<file path="config.mk">
export PLATFORM = sky130hd
export DESIGN_NAME = plb_queue
export DESIGN_NICKNAME = d
export VERILOG_FILES = /design/src/sv/plb_pkg.sv /design/src/sv/plb_queue.sv
export SDC_FILE = /design/constraint.sdc
export NUM_CORES = 1
export LEC_CHECK = 0
export BUFFER_PORTS_ARGS = -buffer_cell sky130_fd_sc_hd__buf_2
export CORE_ASPECT_RATIO = 0.7
export CORE_MARGIN = 2
export CORE_UTILIZATION = 51
export CTS_CLUSTER_DIAMETER = 30
export CTS_CLUSTER_SIZE = 40
export DETAILED_ROUTE_END_ITERATION = 7
export MAX_ROUTING_LAYER = met4
export PLACE_DENSITY = 0.72
export SYNTH_ARGS = -nofsm -noshare
export SYNTH_HDL_FRONTEND = slang
export SYNTH_SLANG_ARGS = --single-unit
</file>
<file path="constraint.sdc">
create_clock -name i_clk -period 3.4 [get_ports i_clk]
set_clock_uncertainty 0.05 [all_clocks]
set_input_delay 0.17 -clock i_clk [delete_from_list [all_inputs] [get_ports i_clk]]
set_output_delay 0.17 -clock i_clk [all_outputs]
set_load 0.02 [all_outputs]
</file>
<file path="src/sv/plb_pkg.sv">
// Shared types and constants for the palette lookup and blend lanes.
package plb_pkg;

    localparam int LANES      = 4;
    localparam int LANE_MAX   = 4;
    localparam int PIX_W      = 8;
    localparam int ADDR_W     = 2 * PIX_W;
    localparam int MODE_W     = 3;
    localparam int KIND_W     = 2;
    localparam int TAB_DEPTH  = 1 << PIX_W;
    localparam int BLD_DEPTH  = 1 << ADDR_W;
    localparam int Q_DEPTH    = 4;
    localparam int Q_AW       = $clog2(Q_DEPTH);
    localparam int Q_CW       = $clog2(Q_DEPTH + 1);
    localparam int DLY_STAGES = 4;

    typedef enum logic [KIND_W-1:0] {
        KIND_PIXEL = 2'd0,
        KIND_CMAP  = 2'd1,
        KIND_TRANS = 2'd2,
        KIND_BLEND = 2'd3
    } t_kind;

    typedef enum logic [MODE_W-1:0] {
        MODE_COPY   = 3'd0,
        MODE_MAP    = 3'd1,
        MODE_TMAP   = 3'd2,
        MODE_BLEND  = 3'd3,
        MODE_TBLEND = 3'd4
    } t_mode;

    typedef enum logic [1:0] {
        PATH_COPY  = 2'd0,
        PATH_MAP   = 2'd1,
        PATH_BLEND = 2'd2
    } t_path;

    typedef logic [LANE_MAX-1:0][PIX_W-1:0] t_pix_vec;

    typedef struct packed {
        logic                vld;
        logic                is_pix;
        logic                wr_trans;
        logic                wr_cmap;
        logic                wr_blend;
        logic                use_trans;
        t_path               path;
        logic [LANE_MAX-1:0] en;
        logic [ADDR_W-1:0]   addr;
        logic [PIX_W-1:0]    data;
    } t_ctl;

    typedef struct packed {
        t_ctl     ctl;
        t_pix_vec src;
        t_pix_vec dst;
    } t_item;

endpackage

</file>
<file path="src/sv/plb_queue.sv">
// Small FIFO that decouples the decode front from the lookup pipeline.
module plb_queue (
    input  logic           i_clk,
    input  logic           i_rst_n,
    input  logic           i_push,
    input  plb_pkg::t_item i_item,
    output logic           o_full,
    input  logic           i_pop,
    output logic           o_head_vld,
    output plb_pkg::t_item o_head
);

    plb_pkg::t_item            r_mem [plb_pkg::Q_DEPTH];
    logic [plb_pkg::Q_AW-1:0]  r_wr_ptr;
    logic [plb_pkg::Q_AW-1:0]  r_rd_ptr;
    logic [plb_pkg::Q_CW-1:0]  r_count;
    logic [plb_pkg::Q_AW-1:0]  n_wr_ptr;
    logic [plb_pkg::Q_AW-1:0]  n_rd_ptr;
    logic [plb_pkg::Q_CW-1:0]  n_count;
    logic                      do_push;
    logic                      do_pop;

    assign o_full     = (r_count == plb_pkg::Q_CW'(plb_pkg::Q_DEPTH));
    assign o_head_vld = (r_count != '0);
    assign o_head     = r_mem[r_rd_ptr];
    assign do_push    = i_push && !o_full;
    assign do_pop     = i_pop && o_head_vld;

    always_comb begin
        n_wr_ptr = r_wr_ptr;
        n_rd_ptr = r_rd_ptr;
        n_count  = r_count;
        if (do_push) begin
            n_wr_ptr = r_wr_ptr + 1'b1;
        end
        if (do_pop) begin
            n_rd_ptr = r_rd_ptr + 1'b1;
        end
        if (do_push && !do_pop) begin
            n_count = r_count + 1'b1;
        end else if (do_pop && !do_push) begin
            n_count = r_count - 1'b1;
        end
    end

    always_ff @(posedge i_clk) begin
        if (!i_rst_n) begin
            r_wr_ptr <= '0;
            r_rd_ptr <= '0;
            r_count  <= '0;
        end else begin
            r_wr_ptr <= n_wr_ptr;
            r_rd_ptr <= n_rd_ptr;
            r_count  <= n_count;
        end
    end

    always_ff @(posedge i_clk) begin
        if (do_push) begin
            r_mem[r_wr_ptr] <= i_item;
        end
    end

endmodule

</file>
==> impl_metrics.json, run 1 <==
{
  "synth_adder_area_share_pct": 0.5500,
  "place_area_mm2": 0.01642,
  "syn2layout_area_growth_pct": 29.28,
  "drt_iter0_drc": 423,
  "dieHeight_um": 147.6,
  "cts_max_path_buffers": 3,
  "grt_pass1_vias": 8175,
  "syn_area_mm2": 0.01501,
  "synth_compound_area_share_pct": 0.2250,
  "yosys.area_share.simple_pct": 0.6834,
  "layout_min_cycle_time_ns": 2.540,
  "peakVddDrop_v": 0.0008078,
  "synth_edf_count": 400,
  "finalWeightedCongestion": 0.7792,
  "vias_per_cell": 5.369,
  "vias": 7254,
  "mostFrequentLayoutCells": "edfxtp_1, buf_2, dlygate4sd3_1",
  "grt_pass1_wl_um": 45940,
  "rows": 52,
  "cts_tree": "done",
  "die_w_um": 209.1,
  "io_pins": 206,
  "grt_max_degree": 57,
  "synth_ff_type": "edfxtp_1",
  "outcome": "completed",
  "clk_latency_ns": 0.55,
  "cts-buffers-inserted": 58,
  "place_ws_ns": 0.8269,
  "max_freq_mhz": 393.8,
  "setup_ws_ns": 0.8605,
  "clk_pin_slew_ns": 0.05,
  "overflow": 0,
  "arrival_ns": 2.97,
  "met2_usage_pct": 33.23,
  "yosys_warnings": 0,
  "grt-busiest-layer": "met2",
  "holdPathStages": 4,
  "cts_sinks": 409,
  "synth-seq-cells": 409,
  "drv_slew": 0,
  "start_kind": "flip-flop",
  "muxShareOfSynthArea_pct": 15.20,
  "antenna_found_initial": 2,
  "avgRoutedWirePerCell_um": 21.97,
  "synthCells": 570,
  "synth_top_family_by_area": "multiplexers",
  "hp-class": "in -> reg",
  "core-area_mm2": 0.02895,
  "final_common_cell": "edfxtp_1",
  "ant_nets": 0,
  "cts_hold_buf": 101,
  "grt.total_usage_pct": 20.38,
  "synth.top_cell.area_share_pct": 80.01,
  "leakage_nw": 6.660,
  "hold_violations": 0,
  "worstMarginPinSlew_ns": 0.7689,
  "gr-usage-met1_pct": 25.69,
  "cts_max_level": 2,
  "dpl.hpwl_um": 17080,
  "cap_viol_max_count": 0,
  "met3_usage_pct": 5.120,
  "critPathCaptureType": "flip-flop",
  "cp_max_fo": 7,
  "drive_gt1_share_pct": 43.14,
  "initial_core_util_pct": 51.85,
  "reg2regPathDepth": 8,
  "avgSynthCellArea_um2": 26.34,
  "setup_viol": 0,
  "synth_top_area_cell": "edfxtp_1",
  "ys_seq_area_share_pct": 81.21,
  "wl_um": 29680,
  "detail_route.first_pass.iterations": 4,
  "critPathRequiredTime_ns": 3.83,
  "cts_root_buf": "clkbuf_16",
  "synth_cell_types": 23,
  "setup_tns_ns": 0,
  "portBuffers": 205,
  "async_flop_share_pct": 0,
  "rsz0062_at_grt": "no",
  "fill_cells": 1785,
  "power_density_mw_per_mm2": 815.2,
  "yosys-top-cells-area": "edfxtp_1, mux4_2, buf_12",
  "syn-num-nets": 680,
  "cts_resized": 0,
  "max_slew_margin_pct": 48.74,
  "postCtsSetupBuffers": 0,
  "postLayoutCellArea_mm2": 0.01941,
  "crit_type": "reg -> reg",
  "die_area_mm2": 0.03085,
  "drc": 0,
  "fin_crit_sh_pct": 74.69,
  "nets": 1034,
  "synth_xor_area_share_pct": 0.2334
}
-- layout make-up --
type	instances	area, µm²	area share, %
flip-flops and latches	409	12200	62.85
inverters	3	11.26	0.05802
well taps	378	473.0	2.437
clock buffers	68	1553	8.000
multi-input cells	134	2546	13.12
clock inverters	37	414.1	2.134
repair buffers	318	2202	11.35
diodes	4	10.01	0.05157
-- worst max-delay path: stages (launching register included) --
cell and delay (ns):
dfxtp_1 0.48, nor3b_2 0.09, nor2b_1 0.45, ha_1 0.29, inv_1 0.08, fa_1 0.38
xor2_1 0.18, or3_1 0.31, a21boi_0 0.16
-- path summary, 6_finish.rpt --
check / from / end / slack, ns
setup / recovery: r_count[0]$_SDFFE_PN0P_ / r_count[2]$_SDFFE_PN0P_ / 0.86
hold / removal: i_pop / flip-flop / 0.04
setup reg to reg: r_count[0]$_SDFFE_PN0P_ / r_count[2]$_SDFFE_PN0P_ / 0.86
hold reg to reg: r_wr_ptr[0]$_SDFFE_PN0P_ / r_wr_ptr[0]$_SDFFE_PN0P_ / 0.46
-- per-layer routing --
layer	share of wire [%]	routed length, µm
met1	41	12080
met2	50	14970
met3	6.8	2009
met4	2.1	612
met5	0	0
-- registers in the layout, indices dropped and copies added, names as in the netlist, named ones only --
name,count
r_count,3
r_wr_ptr,2
r_mem,400
r_rd_ptr,2
-- synthesized netlist by cell type, types with 2 or more instances --
library cell and n:
buf_2 11, xnor2_1 3, nand2_1 4, ha_1 5
and2_1 8, dfxtp_1 9, mux4_2 100, nor2b_1 2
mux2i_1 3, buf_12 10, edfxtp_1 400, or3_1 2
inv_1 3
-- through the flow --
stage	hold WS, ns	power (mW)	std cells	util (%)
after floorplan	0.2189	8.989	570	-
after global placement	0.3296	9.861	1141	56.72
after detailed placement	0.3352	9.957	1141	56.72
after CTS	0.01665	15.98	1347	67.00
after global routing	0.03856	16.43	1349	67.02
final	0.04305	15.82	1351	67.04
-- kinds of logic (layout without fill, tap and decap cells) --
kind of cell | count (synthesis) | in the layout
buf+inv | 27 | 426
simple gates | 17 | 17
xor+xnor | 4 | 4
other cells | 0 | 4
fa+ha+maj | 6 | 6
compound gates | 4 | 4
flops | 409 | 409
mux | 103 | 103
-- where the power goes --
part / internal [mW] / switching [mW]
combinational: 1.54 / 2.09
clock: 3.75 / 2.15
sequential: 6.13 / 0.157
total: 11.4 / 4.40
No activity file was read; power rests on OpenSTA's default activity.
==> inputs of run 2 (changes only) <==
Clock period 3.4 ns to 2.28 ns, I/O delays scaled along.
==> run 2 against run 1 <==
Against the previous run: first-iteration DRC count up 24%; total power is 53% higher; core utilization increased by 1.1 points; count of clock-buffer cells in the layout is 8 lower; setup slack worse by 0.76 ns; via count is 2.0% higher; flip-flop and latch count unchanged.
==> impl_metrics.json, run 2 (synthesized netlist as in run 1, its figures left out) <==
{
  "outcome": "completed",
  "finalWeightedCongestion": 0.7454,
  "arrival_ns": 2.02,
  "place_ws_ns": 0.03962,
  "path_buf_inv": 3,
  "cp_slowest_cell": "mux4_2",
  "ant_nets": 0,
  "layout_min_cycle_time_ns": 2.185,
  "antenna_found_initial": 1,
  "critPathCaptureType": "output pin",
  "top_signal_layer_used": "met4",
  "met1_length_um": 12570,
  "rows": 52,
  "cts-buffers-inserted": 58,
  "vias": 7397,
  "met2WireLength_um": 14980,
  "dpl.hpwl_um": 17280,
  "dieHeight_um": 147.6,
  "core-area_mm2": 0.02895,
  "grt.total_usage_pct": 20.70,
  "grt_pass1_vias": 8249,
  "hold_violations": 0,
  "fin_crit_sh_pct": 95.81,
  "cts_max_level": 2,
  "place_area_mm2": 0.01659,
  "max_freq_mhz": 457.8,
  "whs_ns": 0.04280,
  "clk_pin_slew_ns": 0.06,
  "wl_um": 30380,
  "power_density_mw_per_mm2": 1228,
  "avgRoutedWirePerCell_um": 22.25,
  "grt_pass1_wl_um": 46620,
  "leakage_nw": 6.804,
  "rsz0062_at_grt": "no",
  "drv_slew": 0,
  "cp_cell_sequence": "buf_12 -> buf_12 -> mux4_2 -> buf_2",
  "clk_latency_ns": 0.57,
  "overflow": 0,
  "wl_met3_um": 2187,
  "mostFrequentLayoutCells": "edfxtp_1, buf_2, dlygate4sd3_1",
  "instances_no_fill": 1365,
  "top_regs": "r_mem: 400 flops, r_count: 3 flops",
  "dp_cells": 1148,
  "cp_max_fo": 17,
  "syn2layout_area_growth_pct": 31.32,
  "setup_viol": 0,
  "crit_top_cell": "buf_12",
  "drt_iter0_drc": 524,
  "drc": 0,
  "cts_max_path_buffers": 3,
  "regMostFlops": "r_mem",
  "grt_max_degree": 59,
  "cts_root_buf": "clkbuf_16",
  "register_area_mm2": 0.01220,
  "peakVddDrop_v": 0.001055,
  "cts_tree": "done",
  "cp_top_family": "multiplexers",
  "setup_tns_ns": 0,
  "die_area_mm2": 0.03085,
  "die_w_um": 209.1,
  "multi_input_area_mm2": 0.002560,
  "nets": 1046,
  "setup_ws_ns": 0.09546,
  "vias_per_cell": 5.419,
  "hp-class": "in -> reg",
  "fill_cells": 1743,
  "cts_sinks": 409,
  "postLayoutCellArea_mm2": 0.01972,
  "start_kind": "flip-flop",
  "io_pins": 206,
  "slowest_delay_ns": 0.57,
  "initial_core_util_pct": 51.85,
  "detail_route.first_pass.iterations": 5,
  "cap_viol_max_count": 0,
  "final_common_cell": "edfxtp_1",
  "drive_gt1_share_pct": 45.23,
  "critPathRequiredTime_ns": 2.12,
  "max_slew_margin_pct": 74.90,
  "worstMarginPinSlew_ns": 0.3765,
  "largest_register_ffs": 400,
  "crit_type": "reg -> out",
  "portBuffers": 205
}
run 2: changes by cell type in the layout (fill, tap and decap cells not counted), sizes merged:
cell | before | now
dlygate4sd3 | 101 | 102
bufinv | 6 | 4
diode | 4 | 1
clkinvlp | 7 | 5
buf | 217 | 228
inv | 14 | 25
clkinv | 13 | 19
clkbuf | 68 | 60
run 2: stage by stage:
| step | total power, mW | utilization (%) |
|---|---|---|
| finish | 24.21 | 68.09 |
| global route | 25.14 | 68.09 |
| CTS | 24.43 | 68.03 |
| detailed placement | 15.08 | 57.29 |
| global placement | 14.91 | 57.29 |
| floorplan | 13.40 | - |
run 2: timing repair:
item / CTS / global route
setup endpoints to repair: 90 / 1
gates resized for setup: 0 / 6
setup buffers: 4 / 0
hold buffers: 102 / 0
endpoints found under the hold margin: 409 / 0
run 2: per-layer routing:
layer  vias up  track usage, %
met3        53           4.631
met5         -               -
met1      3830           26.77
met2       292           33.53
met4         0           6.071
li1       3222               -
run 2: tightest hold or removal path, cell delays in order:
cell,delay (ns)
buf_2,0.08
nor2b_2,0.16
buf_4,0.18
mux2i_1,0.08
run 2: path summary, 6_finish.rpt:
path                            start                        to  slack, ns  cells past startpoint
max                         flip-flop                o_head[66]        0.1                      4
min                            i_push  r_wr_ptr[1]$_SDFFE_PN0P_       0.04                      4
max reg2reg   r_count[2]$_SDFFE_PN0P_   r_count[2]$_SDFFE_PN0P_       0.15                      8
min reg2reg  r_wr_ptr[0]$_SDFFE_PN0P_  r_wr_ptr[0]$_SDFFE_PN0P_       0.45                      2
run 2: cell type report:
type	instances	share of cell area (%)
diodes	1	0.01269
clock buffers	60	7.508
clock inverters	50	2.811
inverters	3	0.05712
multi-input cells	134	12.98
flip-flops and latches	409	61.89
well taps	378	2.399
repair buffers	330	12.34
run 2: report_power, final:
group	switching [mW]	internal, mW	total, mW	leakage [nW]
sequential	0.235	9.13	9.37	3.74
combinational	3.21	2.57	5.78	2.08
clock	3.67	5.40	9.06	0.986
total	7.11	17.1	24.2	6.80
