`src/sv/plb_pkg.sv`:
```
// Shared types and constants for the palette lookup and blend lanes.
package plb_pkg;

    localparam int LANES      = 4;
    localparam int LANE_MAX   = 4;
    localparam int PIX_W      = 8;
    localparam int ADDR_W     = 2 * PIX_W;
    localparam int MODE_W     = 3;
    localparam int KIND_W     = 2;
    localparam int TAB_DEPTH  = 1 << PIX_W;
    localparam int BLD_DEPTH  = 1 << ADDR_W;
    localparam int Q_DEPTH    = 4;
    localparam int Q_AW       = $clog2(Q_DEPTH);
    localparam int Q_CW       = $clog2(Q_DEPTH + 1);
    localparam int DLY_STAGES = 4;

    typedef enum logic [KIND_W-1:0] {
        KIND_PIXEL = 2'd0,
        KIND_CMAP  = 2'd1,
        KIND_TRANS = 2'd2,
        KIND_BLEND = 2'd3
    } t_kind;

    typedef enum logic [MODE_W-1:0] {
        MODE_COPY   = 3'd0,
        MODE_MAP    = 3'd1,
        MODE_TMAP   = 3'd2,
        MODE_BLEND  = 3'd3,
        MODE_TBLEND = 3'd4
    } t_mode;

    typedef enum logic [1:0] {
        PATH_COPY  = 2'd0,
        PATH_MAP   = 2'd1,
        PATH_BLEND = 2'd2
    } t_path;

    typedef logic [LANE_MAX-1:0][PIX_W-1:0] t_pix_vec;

    typedef struct packed {
        logic                vld;
        logic                is_pix;
        logic                wr_trans;
        logic                wr_cmap;
        logic                wr_blend;
        logic                use_trans;
        t_path               path;
        logic [LANE_MAX-1:0] en;
        logic [ADDR_W-1:0]   addr;
        logic [PIX_W-1:0]    data;
    } t_ctl;

    typedef struct packed {
        t_ctl     ctl;
        t_pix_vec src;
        t_pix_vec dst;
    } t_item;

endpackage

```
`src/sv/plb_front.sv`:
```
// Front end: draw mode register and decode of each incoming item.
module plb_front (
    input  logic                       i_clk,
    input  logic                       i_rst_n,
    input  logic                       i_cfg_we,
    input  logic [plb_pkg::MODE_W-1:0] i_cfg_data,
    input  logic [plb_pkg::KIND_W-1:0] i_kind,
    input  plb_pkg::t_pix_vec          i_src,
    input  plb_pkg::t_pix_vec          i_dst,
    input  logic [plb_pkg::LANE_MAX-1:0] i_lane_enable,
    input  logic [plb_pkg::ADDR_W-1:0] i_table_addr,
    input  logic [plb_pkg::PIX_W-1:0]  i_table_data,
    output plb_pkg::t_item             o_item
);

    logic [plb_pkg::MODE_W-1:0] r_draw_mode;
    logic [plb_pkg::MODE_W-1:0] n_draw_mode;
    plb_pkg::t_ctl              ctl;

    always_comb begin
        n_draw_mode = r_draw_mode;
        if (i_cfg_we) begin
            n_draw_mode = i_cfg_data;
        end
    end

    always_ff @(posedge i_clk) begin
        if (!i_rst_n) begin
            r_draw_mode <= plb_pkg::MODE_COPY;
        end else begin
            r_draw_mode <= n_draw_mode;
        end
    end

    always_comb begin
        ctl      = '0;
        ctl.vld  = 1'b1;
        ctl.en   = i_lane_enable;
        ctl.addr = i_table_addr;
        ctl.data = i_table_data;
        ctl.path = plb_pkg::PATH_COPY;
        unique case (plb_pkg::t_kind'(i_kind))
            plb_pkg::KIND_PIXEL: begin
                ctl.is_pix = 1'b1;
                unique case (r_draw_mode)
                    plb_pkg::MODE_MAP: begin
                        ctl.path = plb_pkg::PATH_MAP;
                    end
                    plb_pkg::MODE_TMAP: begin
                        ctl.path      = plb_pkg::PATH_MAP;
                        ctl.use_trans = 1'b1;
                    end
                    plb_pkg::MODE_BLEND: begin
                        ctl.path = plb_pkg::PATH_BLEND;
                    end
                    plb_pkg::MODE_TBLEND: begin
                        ctl.path      = plb_pkg::PATH_BLEND;
                        ctl.use_trans = 1'b1;
                    end
                    // copy, and the unused mode codes
                    default: begin
                        ctl.path = plb_pkg::PATH_COPY;
                    end
                endcase
            end
            plb_pkg::KIND_CMAP: begin
                ctl.wr_cmap = 1'b1;
            end
            plb_pkg::KIND_TRANS: begin
                ctl.wr_trans = 1'b1;
            end
            plb_pkg::KIND_BLEND: begin
                ctl.wr_blend = 1'b1;
            end
        endcase
    end

    assign o_item.ctl = ctl;
    assign o_item.src = i_src;
    assign o_item.dst = i_dst;

endmodule

```
`config.mk`:
```
export PLATFORM = sky130hd
export DESIGN_NAME = plb_front
export DESIGN_NICKNAME = d
export VERILOG_FILES = /design/src/sv/plb_pkg.sv /design/src/sv/plb_front.sv
export SDC_FILE = /design/constraint.sdc
export NUM_CORES = 1
export LEC_CHECK = 0
export BUFFER_PORTS_ARGS = -buffer_cell sky130_fd_sc_hd__buf_2
export CORE_AREA = 3 3 76 78
export CTS_CLUSTER_SIZE = 28
export DETAILED_ROUTE_END_ITERATION = 7
export DIE_AREA = 0 0 79 81
export HOLD_SLACK_MARGIN = 0.05
export RECOVER_POWER = 100
export SLEW_MARGIN = 20
export SYNTH_ARGS = -nofsm -noshare
export SYNTH_HDL_FRONTEND = slang
export SYNTH_SLANG_ARGS = --single-unit
```
`constraint.sdc`:
```
create_clock -name i_clk -period 0.85 [get_ports i_clk]
set_input_delay 0.0425 -clock i_clk [delete_from_list [all_inputs] [get_ports i_clk]]
set_output_delay 0.0425 -clock i_clk [all_outputs]
set_load 0.005 [all_outputs]
```
==> metrics.txt, run 1 <==
Synth Net Count 214; number of inserted diodes 0; Max Slew Vio Count 0; Setup-failing EPs final 3; CTS Sinks 3; final core occ a little over 8%; synthesized area per cell slightly below 8 µm²; clk slew on worst S/H paths 0.03 ns; total congestion overflow 0; Pwr Density 1620 mW/mm²; Top reg by flops r_draw_mode; area added between synthesis and finish -52.6%; register area share after synthesis 6.77%; Placed Instance Area 372 µm²; Die Span Y 81 µm; final hold vios 0; CP Class reg -> out; initial antenna violation count 0; Final Wtd Congestion between 0.6 and 0.7; min Tclk post-route 1.17 ns; Synth Register Bits 3; area of the mapped netlist 887 µm²; YS warnings 0; leading cell type in the layout, fill and taps excluded buf_2; Via-to-Cell Ratio 2.78; critical path data required time 0.81 ns; fin crit share 138%; core area 0.00514 mm²; Die Wd 79 µm; final worst slack -0.320 ns; Arrival @ worst endpoint 1.13 ns; CTS tree yes; CTS H-tree depth 1; most frequent cells in the layout buf_2, nor2b_1; final-stage net count approximately 140; via count 311; share of cells above drive strength 1 50.0%; post-route ant nets 0; Detailed Route Iter0 Violations 3; Detailed Place HPWL 1170 µm; Starting Density roughly 17%; die area 0.00640 mm²; Root Buffer clkbuf_8; routed wire length 1410 µm; drt pass-1 iters 2; clk_lat worst skew 0.22 ns; RSZ-0062 raised after global routing true; Top Metal Used met4; count of cell types in the netlist 12; Gate Count Post-Synth 114; Setup crit end kind output port; port buffer count 14; M1 WL 263 µm; Tot GR Track Use 4.04%; flip-flop count of the largest register after layout 3; clk_skew 0 ns; total negative setup slack -0.903 ns; I/O pin total 200; first-pass GRT wire length approximately 1800 µm; outcome finished, violations left; Post-CTS Setup Inserts 0; DRC viols 0; largest net degree at the start of global routing 7; DR WL met3 370 µm; routed len/inst 12.6 µm; routed wl met2 between 500 and 600 µm; Peak supply drop roughly 1300 µV; max cap viols 0; crit start category flop; largest fanout on the critical path 3; Placement Setup Slack -0.107 ns; cts bufs inserted 3; violated checks negative setup slack; biggest regs r_draw_mode: 3 flops; Worst Hold Class in -> reg; static leakage 0.000164 µW; clock buffer depth 2; Std-Cell Rows 26; Max Clock Freq 0.855 GHz; Final Cell Area 420 µm²; hold slack 0.0574 ns; vias in the first global route 323
## power by group
part,switching (µW),total (µW),internal (µW)
Combinational,43.5,101,57.3
Sequential,6.20,158,152
Clock,99.9,420,320
Total,150,679,530
## worst max-delay path, stage by stage, from the launching register on
cell and delay (ns):
dfxtp_2 0.34, or3b_1 0.34, a21boi_1 0.11, buf_2 0.12
## Yosys cell counts, drive strengths merged
library cell / n / area share [%]
a21boi: 1 / 0.85
and2: 1 / 0.71
buf: 93 / 79
conb: 1 / 0.42
dfxtp: 3 / 6.8
mux2i: 3 / 3.4
nand3b: 1 / 0.85
nor2: 1 / 0.42
nor2b: 5 / 3.5
nor4: 2 / 1.4
or3b: 1 / 0.99
xnor2: 2 / 2.0
## kinds of logic after synthesis
logic type | share of synthesized area [%]
AO/OA/AOI/OAI | 0.847
XOR/XNOR | 1.97
buffers and inverters | 78.7
flip-flops | 6.77
multiplexers | 3.39
other | 0.423
AND/OR/NAND/NOR | 7.90
## path summary, 6_finish.rpt
| check | startpoint | endpoint | slack [ns] | cells after the start |
|---|---|---|---|---|
| min | i_rst_n | r_draw_mode[0] | 0.06 | 2 |
| max reg2reg | r_draw_mode[0] | r_draw_mode[0] | 0.10 | 3 |
| min reg2reg | r_draw_mode[1] | r_draw_mode[1] | 0.54 | 2 |
| max | r_draw_mode[2] | o_item[93] | -0.32 | 3 |
## per-layer routing
| layer | vias up | track usage [%] |
|---|---|---|
| met3 | 32 | 3.33 |
| met5 | - | 0 |
| li1 | 114 | - |
| met2 | 57 | 4.21 |
| met1 | 108 | 2.24 |
| met4 | 0 | 10.3 |
## timing repair
action                                  4_1_cts  5_1_grt
pin swaps                                     1        0
endpoints found under the setup margin        3        3
gates resized for setup                       2        1
gates cloned                                  0        0
hold buffers                                  0        0
## metrics by stage
stage / instances / power (µW)
after global routing: 112 / 721
after CTS: 112 / 694
final: 112 / 679
after global placement: 108 / 259
after floorplan: 114 / 556
after detailed placement: 108 / 260
## final cells by class
type                    instances  area (µm²)
clock buffers                   4        45.0
fillers                       634        4720
multi-input cells              18         129
flip-flops and latches          3        63.8
well taps                      70        87.6
repair buffers                 17        95.1
No activity file was read; power rests on OpenSTA's default activity.
==> run 2, diff against run 1 <==
- PLACE_DENSITY: default -> 0.61
- SKIP_LAST_GASP: default -> 1
==> metrics.txt, run 2 (synthesis gave the netlist of run 1 again) <==
outcome finished, violations left (unchanged); violated checks negative setup slack (unchanged); hold slack 0.0713 ns (was 0.0574 ns); number of inserted diodes 0 (unchanged); Net Sw Power 150 µW (about the same); via count 354 (was 311); DRC viols 0 (unchanged); die area 0.00640 mm² (unchanged); Max Slew Vio Count 0 (unchanged); total negative setup slack -1.01 ns (was -0.903 ns); crit path from r_draw_mode[0] (was r_draw_mode[2]); fin crit share 142% (was 138%); share of cells above drive strength 1 52.3% (was 50.0%); fillers 637 (was 634); CTS Sinks 3 (unchanged); static leakage 0.000176 µW (was 0.000164 µW); Worst Reg-to-Reg Cells 4 (was 3); RSZ-0062 raised after global routing true (unchanged); Worst setup endpoint o_item[92] (was o_item[93]); Via-to-Cell Ratio 3.11 (was 2.78); Detailed Place HPWL 1520 µm (was 1170 µm); Arrival @ worst endpoint 1.16 ns (was 1.13 ns); Pwr Total 690 µW (was 679 µW); max cap viols 0 (unchanged); cts bufs inserted 3 (unchanged); final hold vios 0 (unchanged); Detailed Route Iter0 Violations 5 (was 3); clk_skew 0 ns (unchanged); Worst path max stage delay 0.31 ns (was 0.34 ns); total congestion overflow 0 (unchanged); core area 0.00514 mm² (unchanged); cell-by-cell trace of the critical path buf_6, xnor2_1, nor4_1, buf_2 (was or3b_1, a21boi_1, buf_2); met3 Use GR 6.98% (was 3.33%); grt met1 use 1.78% (was 2.24%); Max Clock Freq 0.829 GHz (was 0.855 GHz); first-pass GRT wire length 2330 µm (was 1840 µm); worst r2r dst r_draw_mode[0] (unchanged); Std-Cell Rows 26 (unchanged); Die Span Y 81 µm (unchanged); Pwr Density 1560 mW/mm² (was 1620 mW/mm²); Sw Share 21.8% (was 22.0%); share of power burned in registers 22.8% (was 23.3%); CTS H-tree depth 1 (unchanged); CTS Hold Buffers Added 0 (unchanged); port buffer count 14 (unchanged); R2R Path Start r_draw_mode[0] (unchanged); CTS tree yes (unchanged); Placement Setup Slack -0.117 ns (was -0.107 ns); clk slew on worst S/H paths 0.03 ns (about the same); biggest regs r_draw_mode: 3 flops (unchanged); drt pass-1 iters 2 (unchanged); Tot GR Track Use 5.13% (was 4.04%); vias in the first global route 393 (was 323); clk_lat worst skew 0.22 ns (about the same); clock power share 61.0% (was 61.9%); initial antenna violation count 0 (unchanged); Int Power 539 µW (was 530 µW); critical path data required time 0.81 ns (about the same); I/O pin total 200 (unchanged); crit start category flop (unchanged); Worst Hold Class in -> reg (unchanged); clock buffer depth 2 (unchanged); Setup-failing EPs final 3 (unchanged); area added between synthesis and finish -50.2% (was -52.6%); Setup crit end kind output port (unchanged); CP Class reg -> out (unchanged); min Tclk post-route 1.21 ns (was 1.17 ns); Root Buffer clkbuf_8 (unchanged); leading cell type in the layout, fill and taps excluded buf_2 (unchanged); Logic pwr share 16.3% (was 14.8%); routed len/inst 15.8 µm (was 12.6 µm); largest net degree at the start of global routing 7 (unchanged); post-route ant nets 0 (unchanged); most frequent cells in the layout buf_2, nor2b_1 (unchanged); final worst slack -0.356 ns (was -0.320 ns); GRT busiest layer met4 (unchanged); final core occ 8.59% (was 8.18%); CP max stage cell dfxtp_2 (unchanged); flip-flop count of the largest register after layout 3 (unchanged); Top reg by flops r_draw_mode (unchanged); Die Wd 79 µm (unchanged); GRT met2 Usage 5.30% (was 4.21%); Starting Density 17.3% (unchanged); Peak supply drop 751 µV (was 1300 µV); Final Wtd Congestion 0.609 (was 0.618); routed wire length 1800 µm (was 1410 µm); Register-to-Register Setup Slack 0.03 ns (was 0.10 ns); final-stage net count 145 (was 143); largest fanout on the critical path 4 (was 3)
## run 2: cell types whose count changed in the layout (fill, tap and decap cells not counted), sizes merged
cell    delta
clkbuf     -1
buf        +3
## run 2: metal layers
metal / share of wire [%] / wire [µm] / vias to the layer above
li1: - / - / 116
met5: 0 / 0 / -
met4: 18 / 327 / 0
met2: 35 / 636 / 60
met1: 14 / 251 / 132
met3: 32 / 583 / 46
## run 2: stage by stage
| stage | cells | cell area, µm² |
|---|---|---|
| after floorplan | 114 | 890 |
| after global placement | 110 | 387 |
| after detailed placement | 110 | 387 |
| after CTS | 114 | 432 |
| after global routing | 114 | 442 |
| final | 114 | 442 |
## run 2: power groups by stage
stage          Combinational [µW]  Clock (µW)  Sequential (µW)
6_report                      112         421              157
2_1_floorplan                 394           0              162
3_5_place_dp                  110           0              157
5_1_grt                       127         456              158
3_3_place_gp                  109           0              157
4_1_cts                       110         436              155
## run 2: area by class of cell
class	count	area, µm²	share of cell area, %
clock buffer	4	45.0	10.2
multi-input combinational	18	129	29.2
sequential	3	63.8	14.4
tap	70	87.6	19.8
timing repair buffer	19	116	26.3
## run 2: repair_timing
item	in CTS	in global routing
hold endpoints to repair	0	0
pin swaps	1	3
setup buffers	0	0
endpoints found under the setup margin	4	4
gates resized for setup	0	4
## run 2: how the worst min path moves through the flow
stage	depth (start not counted)	slack (ns)	startpoint	end
2_1_floorplan	1	0.12	i_kind[1]	o_item[96]
3_3_place_gp	0	0.09	i_dst[0]	o_item[0]
3_5_place_dp	0	0.09	i_dst[0]	o_item[0]
4_1_cts	2	0.07	i_rst_n	r_draw_mode[1]
5_1_grt	0	0.09	i_src[10]	o_item[42]
6_report	2	0.07	i_rst_n	r_draw_mode[1]
## run 2: worst max-delay path, delay by kind of cell (launching register included)
family	cells	cell delay [ns]
AND/OR/NAND/NOR	1	0.25
flip-flops	1	0.31
buffers and inverters	2	0.28
XOR/XNOR	1	0.11
==> run 3, diff against run 2 <==
- GPL_TIMING_DRIVEN: default -> 0
==> metrics.txt, run 3 (synthesis gave the netlist of run 1 again) <==
biggest regs r_draw_mode: 3 flops (unchanged); routed len/inst 10.2 µm (was 15.8 µm); Worst Hold Class in -> reg (unchanged); worst r2r dst r_draw_mode[1] (was r_draw_mode[0]); largest net degree at the start of global routing 7 (unchanged); CTS H-tree depth 1 (unchanged); Peak supply drop 669 µV (was 751 µV); clk slew on worst S/H paths 0.03 ns (about the same); core area 0.00514 mm² (unchanged); DRC viols 0 (unchanged); CP Class reg -> out (unchanged); clk_skew 0 ns (unchanged); Hold Startpoint i_rst_n (unchanged); Sw Share 25.0% (was 21.8%); Net Sw Power 298 µW (was 150 µW); CTS Sinks 3 (unchanged); Root Buffer clkbuf_8 (unchanged); hold path endpoint r_draw_mode[0] (was r_draw_mode[1]); max cap viols 0 (unchanged); initial antenna violation count 0 (unchanged); most frequent cells in the layout buf_2, clkbuf_4, buf_4 (was buf_2, nor2b_1); flip-flop count of the largest register after layout 3 (unchanged); Setup-failing EPs final 3 (unchanged); die area 0.00640 mm² (unchanged); DR WL met3 487 µm (was 583 µm); Starting Density 17.3% (unchanged); routed wire length 3020 µm (was 1800 µm); first-pass GRT wire length 3580 µm (was 2330 µm); final core occ 29.8% (was 8.59%); cell total after placement 290 (was 110); Detailed Route Iter0 Violations 4 (was 5); Max Slew Vio Count 0 (unchanged); static leakage 0.000857 µW (was 0.000176 µW); min Tclk post-route 1.21 ns (about the same); clock power share 34.3% (was 61.0%); final worst slack -0.356 ns (about the same); fin crit share 142% (about the same); outcome finished, violations left (unchanged); I/O pin total 200 (unchanged); final hold vios 0 (unchanged); violated checks negative setup slack (unchanged); largest fanout on the critical path 4 (unchanged); leading cell type in the layout, fill and taps excluded buf_2 (unchanged); Placed Instance Area 0.00151 mm² (was 387 µm²); number of inserted diodes 0 (unchanged); share of cells above drive strength 1 74.0% (was 52.3%); drt pass-1 iters 2 (unchanged); Via-to-Cell Ratio 3.34 (was 3.11); vias in the first global route 804 (was 393); post-route ant nets 0 (unchanged); M1 WL 844 µm (was 251 µm); CTS tree yes (unchanged); R2R Path Start r_draw_mode[1] (was r_draw_mode[0]); Pwr Density 777 mW/mm² (was 1560 mW/mm²); final std cells w/o fill 297 (was 114); Top reg by flops r_draw_mode (unchanged); area added between synthesis and finish 72.9% (was -50.2%); cts bufs inserted 3 (unchanged); routed wl met2 1690 µm (was 636 µm); share of power burned in registers 13.3% (was 22.8%); Setup crit end kind output port (unchanged); Worst path max stage delay 0.37 ns (was 0.31 ns); critical path data required time 0.81 ns (about the same); Die Span Y 81 µm (unchanged); Arrival @ worst endpoint 1.16 ns (about the same); Std-Cell Rows 26 (unchanged); Tot GR Track Use 7.01% (was 5.13%); Die Wd 79 µm (unchanged); cell-by-cell trace of the critical path or3b_1, a21boi_1, buf_2 (was buf_6, xnor2_1, nor4_1, buf_2); Int Power 894 µW (was 539 µW); port buffer count 106 (was 14); Top Metal Used met3 (was met4); CTS Hold Buffers Added 0 (unchanged); Final Cell Area 0.00153 mm² (was 442 µm²); hold path depth 2 (unchanged); via count 991 (was 354); Final Wtd Congestion 0.708 (was 0.609); Max Clock Freq 0.829 GHz (about the same); CP max stage cell or3b_1 (was dfxtp_2); clk_lat worst skew 0.21 ns (was 0.22 ns); final-stage net count 328 (was 145); clock buffer depth 2 (unchanged); total congestion overflow 0 (unchanged); Detailed Place HPWL 2810 µm (was 1520 µm); Logic pwr share 52.4% (was 16.3%); Worst Reg-to-Reg Cells 3 (was 4); crit start category flop (unchanged); RSZ-0062 raised after global routing true (unchanged); Register-to-Register Setup Slack 0.09 ns (was 0.03 ns)
[run 3: cell count changes in the layout (fill, tap and decap cells not counted), sizes merged]
cell / previous run / this run
clkbuf: 6 / 98
buf: 17 / 108
[run 3: area by class of cell]
class	instances	area, µm²
fillers	578	3610
multi-input cells	18	129
well taps	70	87.6
flip-flops and latches	3	71.3
clock buffers	4	45.0
plain buffers	93	698
repair buffers	109	503
[run 3: through the flow]
step / worst slack (ns) / TNS (ns) / total power [µW] / hold WS (ns)
floorplan: -0.0355 / -0.0355 / 556 / 0.115
global placement: -0.145 / -0.249 / 817 / 0.252
detailed placement: -0.155 / -0.200 / 823 / 0.252
CTS: -0.365 / -1.04 / 1250 / 0.0650
global route: -0.423 / -1.25 / 1290 / 0.0862
finish: -0.356 / -1.03 / 1190 / 0.0683
[run 3: how the worst max path moves through the flow]
stage / from / to / slack (ns) / depth (start not counted)
after floorplan: r_draw_mode[0] / o_item[93] / -0.04 / 2
after global placement: r_draw_mode[2] / o_item[93] / -0.14 / 3
after detailed placement: r_draw_mode[1] / o_item[93] / -0.15 / 3
after CTS: r_draw_mode[1] / o_item[93] / -0.37 / 3
after global routing: r_draw_mode[1] / o_item[92] / -0.42 / 4
final: r_draw_mode[1] / o_item[93] / -0.36 / 3
[run 3: repair_timing]
item,CTS,global route
pin swaps,2,0
setup buffers,3,0
setup endpoints to repair,3,3
resized for setup,4,0
[run 3: power by group through the flow]
stage	registers (µW)	logic [µW]	clock network, µW
6_report	159	624	409
5_1_grt	161	682	449
4_1_cts	158	673	417
3_5_place_dp	166	657	0
3_3_place_gp	166	651	0
2_1_floorplan	162	394	0
[run 3: critical path: cells and delay by family (launching register included)]
| family | cells | cell delay, ns |
|---|---|---|
| flops | 1 | 0.34 |
| simple gates | 1 | 0.37 |
| compound gates | 1 | 0.12 |
| buf+inv | 1 | 0.12 |
[run 3: metal layers]
layer,GRT usage [%],vias up
li1,-,482
met1,6.93,409
met2,13.9,100
met3,1.88,0
met4,2.58,0
met5,0,-
